`src/hdl/rgbyc_pkg.sv`:
```
// Package with the conversion matrix and the fixed-point constants of the RGB to YCbCr packer.
package rgbyc_pkg;

  localparam int SAMPLE_BITS_DEF = 10;
  localparam int COEF_BITS       = 8;
  localparam int FRAC_BITS       = 7;
  localparam int ROUND_CONST     = 64;
  localparam int SUM_GUARD_BITS  = 9;

  typedef logic signed [COEF_BITS-1:0] coef_t;

  typedef struct packed {
    coef_t c_red;
    coef_t c_green;
    coef_t c_blue;
  } coef_row_t;

  localparam coef_row_t ROW_Y  = '{c_red: 8'sd38,  c_green: 8'sd75,  c_blue: 8'sd15};
  localparam coef_row_t ROW_CB = '{c_red: -8'sd22, c_green: -8'sd42, c_blue: 8'sd64};
  localparam coef_row_t ROW_CR = '{c_red: 8'sd64,  c_green: -8'sd54, c_blue: -8'sd10};

endpackage

```
`src/hdl/rgbyc_row.sv`:
```
// One matrix row: weighted sum, rounding shift, optional chroma offset and clipping.
module rgbyc_row #(
  parameter int SampleBits = rgbyc_pkg::SAMPLE_BITS_DEF
) (
  input  logic [SampleBits-1:0] red_i,
  input  logic [SampleBits-1:0] green_i,
  input  logic [SampleBits-1:0] blue_i,
  input  rgbyc_pkg::coef_row_t  coef_i,
  input  logic                  add_ofs_i,
  output logic [SampleBits-1:0] sample_o
);

  localparam int SW = SampleBits + rgbyc_pkg::SUM_GUARD_BITS;
  localparam logic signed [SW-1:0] RoundVal = SW'(rgbyc_pkg::ROUND_CONST);
  localparam logic signed [SW-1:0] ChromaOfs = SW'(1) <<< (SampleBits - 1);
  localparam logic signed [SW-1:0] MaxVal = (SW'(1) <<< SampleBits) - SW'(1);

  logic signed [SW-1:0] r_s, g_s, b_s;
  logic signed [SW-1:0] sum, shifted, res;

  always_comb begin
    r_s     = $signed(SW'({1'b0, red_i}));
    g_s     = $signed(SW'({1'b0, green_i}));
    b_s     = $signed(SW'({1'b0, blue_i}));
    sum     = r_s * SW'(coef_i.c_red) + g_s * SW'(coef_i.c_green)
            + b_s * SW'(coef_i.c_blue) + RoundVal;
    shifted = sum >>> rgbyc_pkg::FRAC_BITS;
    res     = shifted + (add_ofs_i ? ChromaOfs : '0);
    if (res < 0) begin
      sample_o = '0;
    end else if (res > MaxVal) begin
      sample_o = MaxVal[SampleBits-1:0];
    end else begin
      sample_o = res[SampleBits-1:0];
    end
  end

endmodule

```
`src/hdl/rgb_to_ycbcr422_packer_unit.sv`:
```
// Top level of the RGB to YCbCr 4:2:2 packer with input and result registers.
//
//   channel | valid       | stall       | payload
//   input   | in_valid_i  | in_stall_o  | red_i green_i blue_i frame_start_i
//   result  | out_valid_o | out_stall_i | chroma_sample_o luma_sample_o chroma_is_cr_o
//
// One beat is accepted per cycle while in_stall_o is low; an accepted input beat moves
// from the input register into the result register, where it is presented as a result beat.
// The rate is set by the single pass of the two matrix rows between the input and
// result registers. Reset clears the pixel parity and both valid flags.
// A stalled result holds, and the input register still takes a beat while it is empty.
module rgb_to_ycbcr422_packer_unit #(
  parameter int SampleBits = rgbyc_pkg::SAMPLE_BITS_DEF
) (
  input  logic                  clk_i,
  input  logic                  rst_ni,
  input  logic                  in_valid_i,
  output logic                  in_stall_o,
  input  logic [SampleBits-1:0] red_i,
  input  logic [SampleBits-1:0] green_i,
  input  logic [SampleBits-1:0] blue_i,
  input  logic                  frame_start_i,
  output logic                  out_valid_o,
  input  logic                  out_stall_i,
  output logic [SampleBits-1:0] chroma_sample_o,
  output logic [SampleBits-1:0] luma_sample_o,
  output logic                  chroma_is_cr_o
);

  logic                  parity_q, parity_d;
  logic                  in_valid_q, out_valid_q;
  logic [SampleBits-1:0] red_q, green_q, blue_q;
  logic                  odd_q, odd_d;
  logic [SampleBits-1:0] chroma_q, luma_q;
  logic                  is_cr_q;
  logic [SampleBits-1:0] chroma_d, luma_d;
  logic                  out_ready, in_ready, in_acc;
  rgbyc_pkg::coef_row_t  chroma_coef;

  assign out_ready  = !out_valid_q || !out_stall_i;
  assign in_ready   = !in_valid_q || out_ready;
  assign in_stall_o = !in_ready;
  assign in_acc     = in_valid_i && in_ready;
  assign odd_d      = frame_start_i ? 1'b0 : parity_q;
  assign parity_d   = in_acc ? !odd_d : parity_q;

  assign chroma_coef = odd_q ? rgbyc_pkg::ROW_CR : rgbyc_pkg::ROW_CB;

  rgbyc_row #(.SampleBits(SampleBits)) u_luma (
    .red_i     (red_q),
    .green_i   (green_q),
    .blue_i    (blue_q),
    .coef_i    (rgbyc_pkg::ROW_Y),
    .add_ofs_i (1'b0),
    .sample_o  (luma_d)
  );

  rgbyc_row #(.SampleBits(SampleBits)) u_chroma (
    .red_i     (red_q),
    .green_i   (green_q),
    .blue_i    (blue_q),
    .coef_i    (chroma_coef),
    .add_ofs_i (1'b1),
    .sample_o  (chroma_d)
  );

  always_ff @(posedge clk_i or negedge rst_ni) begin
    if (!rst_ni) begin
      parity_q    <= 1'b0;
      in_valid_q  <= 1'b0;
      out_valid_q <= 1'b0;
    end else begin
      parity_q <= parity_d;
      if (in_ready) begin
        in_valid_q <= in_valid_i;
      end
      if (out_ready) begin
        out_valid_q <= in_valid_q;
      end
    end
  end

  always_ff @(posedge clk_i) begin
    if (in_acc) begin
      red_q   <= red_i;
      green_q <= green_i;
      blue_q  <= blue_i;
      odd_q   <= odd_d;
    end
    if (out_ready && in_valid_q) begin
      chroma_q <= chroma_d;
      luma_q   <= luma_d;
      is_cr_q  <= odd_q;
    end
  end

  assign out_valid_o     = out_valid_q;
  assign chroma_sample_o = chroma_q;
  assign luma_sample_o   = luma_q;
  assign chroma_is_cr_o  = is_cr_q;

`ifndef SYNTHESIS
  a_frame_start_even: assert property (@(posedge clk_i) disable iff (!rst_ni)
    in_acc && frame_start_i |=> !odd_q)
    else $error("Frame start beat was not taken as an even pixel.");

  a_parity_flips: assert property (@(posedge clk_i) disable iff (!rst_ni)
    in_acc && !frame_start_i |=> parity_q != $past(parity_q))
    else $error("Pixel parity did not alternate on an accepted beat.");

  a_stall_needs_beat: assert property (@(posedge clk_i) disable iff (!rst_ni)
    in_stall_o |-> in_valid_q && out_valid_q)
    else $error("Input stalled while a register stage was free.");

  a_result_kept: assert property (@(posedge clk_i) disable iff (!rst_ni)
    out_valid_q && out_stall_i |=> out_valid_q)
    else $error("A stalled result beat was dropped.");
`endif

endmodule
```
`config.mk`:
```
export PLATFORM = sky130hd
export DESIGN_NAME = rgb_to_ycbcr422_packer_unit
export DESIGN_NICKNAME = d
export VERILOG_FILES = /design/src/hdl/rgbyc_pkg.sv /design/src/hdl/rgbyc_row.sv /design/src/hdl/rgb_to_ycbcr422_packer_unit.sv
export SDC_FILE = /design/constraint.sdc
export NUM_CORES = 1
export LEC_CHECK = 0
export ABC_AREA = 0
export BUFFER_PORTS_ARGS = -buffer_cell sky130_fd_sc_hd__buf_2
export CAP_MARGIN = 10
export CORE_MARGIN = 2
export CORE_UTILIZATION = 60
export CTS_CLUSTER_DIAMETER = 60
export DETAILED_ROUTE_END_ITERATION = 8
export GPL_TIMING_DRIVEN = 0
export PLACE_DENSITY = 0.78
export SYNTH_ARGS = -nofsm -noshare
export SYNTH_HDL_FRONTEND = slang
export SYNTH_SLANG_ARGS = --single-unit
```
`constraint.sdc`:
```
create_clock -name clk_i -period 10.9 [get_ports clk_i]
set_input_delay 0.545 -clock clk_i [delete_from_list [all_inputs] [get_ports clk_i]]
set_output_delay 0.545 -clock clk_i [all_outputs]
set_load 0.005 [all_outputs]
```
# Word-level counts from Yosys, hierarchy flattened
# Index checks and enable logic that the tools add are counted.
# classes
addsub,7
multipliers,6
n_div,0
order_cmp,4
n_eq_ne,0
shift,0
mux,4
n_bitwise,0
reduce_logical,9
# ops
op,count
$add 19x19->19,4
$mul 11x8->19,3
$add 19x8->19 const B,2
$mux 24,1
$mux 10,2
$mul 10x7->17 const B,1
$mul 10x5->15 const B,1
$mul 10x4->14 const B,1
$add 12x11->13 const B,1
$gt 13x11->1 const B,1
$lt 13x1->1 const B,1
$gt 12x11->1 const B,1
$lt 12x1->1 const B,1
$logic_not 1->1,5
$logic_and 1x1->1,2
$logic_or 1x1->1,2
$mux 1,1
# word_totals
reg_bits,55
latch_bits,0
ram_bits,0
mem_bits_ro,0
input_bits,35
output_inout_bits,23
mem_count,0

# Longest topological paths before layout
# logic_depth
word_depth,8
ltp_mapped,33

# By module
# From an unflattened synthesis, not the netlist that was laid out.
# unflattened
hier_cells,1961
area_unflattened_um2,18677.9
# by_module_without_submodules
mod,n_inst,cells_per_inst,area_per_inst_um2,seq_area_each_um2
rgbyc_row (u_luma),1,970,8607.0,0.0
rgbyc_row (u_chroma),1,924,8356.8,0.0
rgb_to_ycbcr422_packer_unit,1,67,1714.1,1636.6

# Least setup slack after synthesis
# OpenSTA, ideal clock, no wires.
# synth_timing
path_kind,register to register
start,register odd_q
end,"register chroma_q[1], in the netlist chroma_sample_o[1] (data pin)"
arrival_time_ps,7304
t_required_ps,10621
path_slack_ps,3318
path_stages_with_launch,26
path_buffers,3
period_less_slack_ps,7582
cell_sequence,edfxtp_1 > clkbuf_1 > clkbuf_1 > nand2_1 > fa_1 > fa_1 > inv_1 > fa_1 > fa_1 > fa_1 > fa_1 > inv_1 > fa_1 > inv_1 > ha_1 > clkbuf_1 > nand2_1 > nor3_1 > o21ai_2 > a21oi_2 > nor2_1 > xnor2_1 > ha_1 > or4_4 > a21oi_2 > o22ai_1
# synth_between
elab_chain_len,8
elab_cells_between_ends,11
classes_between,add/sub: 4; mul: 3; order compare: 2; mux: 2
# synth_rtl
item,line_no,text
start: declaration,rgb_to_ycbcr422_packer_unit.sv:33,"logic odd_q, odd_d;"
start signal: assignment,rgb_to_ycbcr422_packer_unit.sv:88,odd_q <= odd_d;
$mux 24 *,rgb_to_ycbcr422_packer_unit.sv:47,assign chroma_coef = odd_q ? rgbyc_pkg::ROW_CR : rgbyc_pkg::ROW_CB;
$mul 11x8->19,rgbyc_row.sv:25,sum = r_s * SW'(coef_i.c_red) + g_s * SW'(coef_i.c_green)
$add 19x19->19,rgbyc_row.sv:25,
$add 19x19->19 *,rgbyc_row.sv:26,+ b_s * SW'(coef_i.c_blue) + RoundVal;
$add 19x8->19 *,rgbyc_row.sv:26,
$add 12x11->13 *,rgbyc_row.sv:28,res = shifted + (add_ofs_i ? ChromaOfs : '0);
$gt 13x11->1,rgbyc_row.sv:31,end else if (res > MaxVal) begin
$mux 10,rgbyc_row.sv:31,
end signal: assignment,rgb_to_ycbcr422_packer_unit.sv:91,chroma_q <= chroma_d;
end: declaration,rgb_to_ycbcr422_packer_unit.sv:34,"logic [SampleBits-1:0] chroma_q, luma_q;"
# Mark *: on every way between the ends. The rest lies on a longest branch, timed or not.
# A chain may end at the register's enable or synchronous reset.

# Final worst setup path
# Ends and elaborated chain as after synthesis.

==> flow_summary.json <==
{
  "drt_pass1_iterations": 5,
  "async_flop_share": 0.0545,
  "syn_area_mm2": 0.0119,
  "cts.clk_slew.worst_paths_ns": 0.08,
  "ff_latch_area_mm2": 0.00164,
  "synth_top_area_frac": 0.293,
  "fin_tns_setup_ns": 0,
  "cpMostUsedCell": "fa_1",
  "cts_sinks": 55,
  "ys_ff_latch": 55,
  "yosysTopAreaCell": "fa_1",
  "postCtsHoldBufs": 0,
  "dpl_cell_area_mm2": 0.0125,
  "hold_viol": 0,
  "maxSlewHeadroom": 0.397,
  "status": "completed",
  "grt_pass1_vias": 8633,
  "cts_setup_buffers": 0,
  "max_slew.worst_pin.slew_ns": 0.900,
  "fin_skew_ns": 0.00549,
  "startpoint_type": "register",
  "finish.utilization": 0.651,
  "hold_class": "in -> async",
  "slowest_delay_ns": 0.70,
  "viasPerCell": 5.31,
  "h-tree-depth": 2,
  "core_area_mm2": 0.0195,
  "wire_per_inst_um": 16.2,
  "rsz0062_at_grt": "no",
  "synth.area.top_cells": "fa_1 29%, ha_1 25%, edfxtp_1 13%, inv_1 11%, xnor2_1 2.6%",
  "num_io_pins": 58,
  "place_hpwl_um": 21200,
  "drt-initial-drc-count": 503,
  "n_antenna_cell": 0,
  "path_buf_inv": 6,
  "grt_max_degree": 34,
  "gp_congestion": 0.908,
  "synthCells": 1225,
  "num_vias": 8280,
  "required_ns": 10.94,
  "critical_path_peak_fanout": 10,
  "period_share": 0.809,
  "synth-seq-area-share": 0.138,
  "fp.dieArea_mm2": 0.0209,
  "synthFlopType": "edfxtp_1",
  "final_area_mm2": 0.0127,
  "syn_area_per_cell_um2": 9.69,
  "fmax_mhz": 113,
  "yosysWarningCount": 0,
  "drt-total-wl_um": 25200,
  "start_util": 0.610,
  "die_x_um": 145,
  "rows": 51,
  "fin_nets": 1735,
  "arrival_ns": 8.85,
  "grt_pass1_wl_um": 42300,
  "setup_viol": 0,
  "finalMaxSlewViolations": 0,
  "cts_made_buffers": 5,
  "grt_use_total": 0.264,
  "drive_above_1_share": 0.0703,
  "clk_path_buf_depth": 2,
  "fillCellCount": 1590,
  "critPathTopFamily": "adder cells",
  "ant_nets": 0,
  "cts_tree": "yes",
  "period_needed_ns": 8.82,
  "maxCapViolCount": 0,
  "synth_cell_types": 60,
  "dieHeight_um": 145,
  "synthToLayoutAreaGrowth_pct": 6.68,
  "multi_input_area_mm2": 0.00889,
  "port_buffers": 57,
  "cts_resized": 0,
  "grt-ovfl-total": 0,
  "synth-edff-count": 52,
  "end_kind": "register",
  "antenna_found_initial": 0,
  "drc": 0,
  "path_class": "reg -> reg",
  "cpMaxStageDelayCell": "edfxtp_1",
  "clk_latency_ns": 0.32,
  "cts_root_buffer": "clkbuf_16"
}
==> cells in the final DEF (no fill, tap or decap), types with 3 or more instances in the layout <==
cell type and count:
inv_1 346, ha_1 233, fa_1 174, nor2_1 65, buf_2 58, edfxtp_1 52, a21oi_1 45, nand2_1 44
xnor2_1 35, xor2_1 31, a21o_1 20, o21ai_0 19, nor3_1 17, clkbuf_1 16, nor2b_1 14, nand3_1 10
nand2b_1 9, a31oi_1 6, a31o_2 5, a21boi_0 5, o22ai_1 5, conb_1 5, clkbuf_16 5, o21a_1 4
and3_1 4, or3_1 4, a211oi_1 3, nor4_1 3, or2_2 3, o211ai_1 3, o21ai_1 3, nand4_1 3
a21oi_2 3, dfrtp_1 3
==> synth_stat cells, drive strengths merged (3+ instances only) <==
library cell,instances
inv,346
ha,233
fa,174
nor2,66
edfxtp,52
a21oi,49
nand2,44
xnor2,35
xor2,31
o21ai,24
a21o,20
nor3,17
clkbuf,15
nor2b,14
nand3,10
nand2b,9
a21boi,6
a31oi,6
a31o,5
o22ai,5
and3,4
nor4,4
o211ai,4
o21a,4
or2,4
or3,4
a211oi,3
dfrtp,3
nand4,3
nand4b,3
o311ai,3
o31ai,3
==> metal layers <==
metal,up-vias,part of all wire,track usage,routed length [um]
met1,4010,0.45,0.380,11400
met3,34,0.059,0.0276,1490
met2,221,0.47,0.433,11800
li1,4015,-,-,-
met5,-,0,0,0
met4,0,0.020,0.0654,493
==> stage by stage <==
step,hold WS [ns],setup WS (ns),instances
6_report,0.0105,2.08,1559
5_1_grt,0.0144,1.57,1559
4_1_cts,0.00867,2.11,1559
3_5_place_dp,0.348,2.15,1551
3_3_place_gp,0.341,2.26,1550
2_1_floorplan,0.249,3.32,1228
==> logic make-up (layout without fill, tap and decap cells) <==
| group | Yosys count | in the layout | share of synthesized area |
|---|---|---|---|
| other | 2 | 5 | 0.000633 |
| flip-flops | 55 | 55 | 0.138 |
| XOR/XNOR | 66 | 66 | 0.0487 |
| adder cells (fa/ha/maj) | 407 | 407 | 0.539 |
| AO/OA/AOI/OAI | 145 | 145 | 0.0820 |
| buffers and inverters | 362 | 428 | 0.115 |
| AND/OR/NAND/NOR | 188 | 188 | 0.0772 |
==> registers in the layout (all words and copies together), names as in the netlist <==
name / count
luma_sample_o: 10
in_valid_q: 1
green_q: 10
blue_q: 10
chroma_is_cr_o: 1
out_valid_o: 1
odd_q: 1
chroma_sample_o: 10
red_q: 10
parity_q: 1
==> final timing paths <==
kind	start	endpoint	slack [ns]	cells after the start
worst min-delay path	rst_ni	out_valid_o	0.01	1
worst max-delay path	odd_q	chroma_sample_o[1]	2.08	25
worst min register to register	in_valid_q	out_valid_o	0.49	1
worst max register to register	odd_q	chroma_sample_o[1]	2.08	25
min in group clk_i	blue_i[6]	blue_q[6]	0.40	1
max in group asynchronous	rst_ni	in_valid_q	10.77	1
==> layout make-up <==
class,count,area share
clock buffer,6,0.0102
buffer,16,0.00484
tap,265,0.0262
clock inverter,2,0.00128
multi-input combinational,811,0.702
sequential,55,0.129
timing repair buffer,58,0.0237
inverter,346,0.103
Power is not shown: default switching activity piles up to over one toggle a cycle in this logic, so the estimate is an artifact.
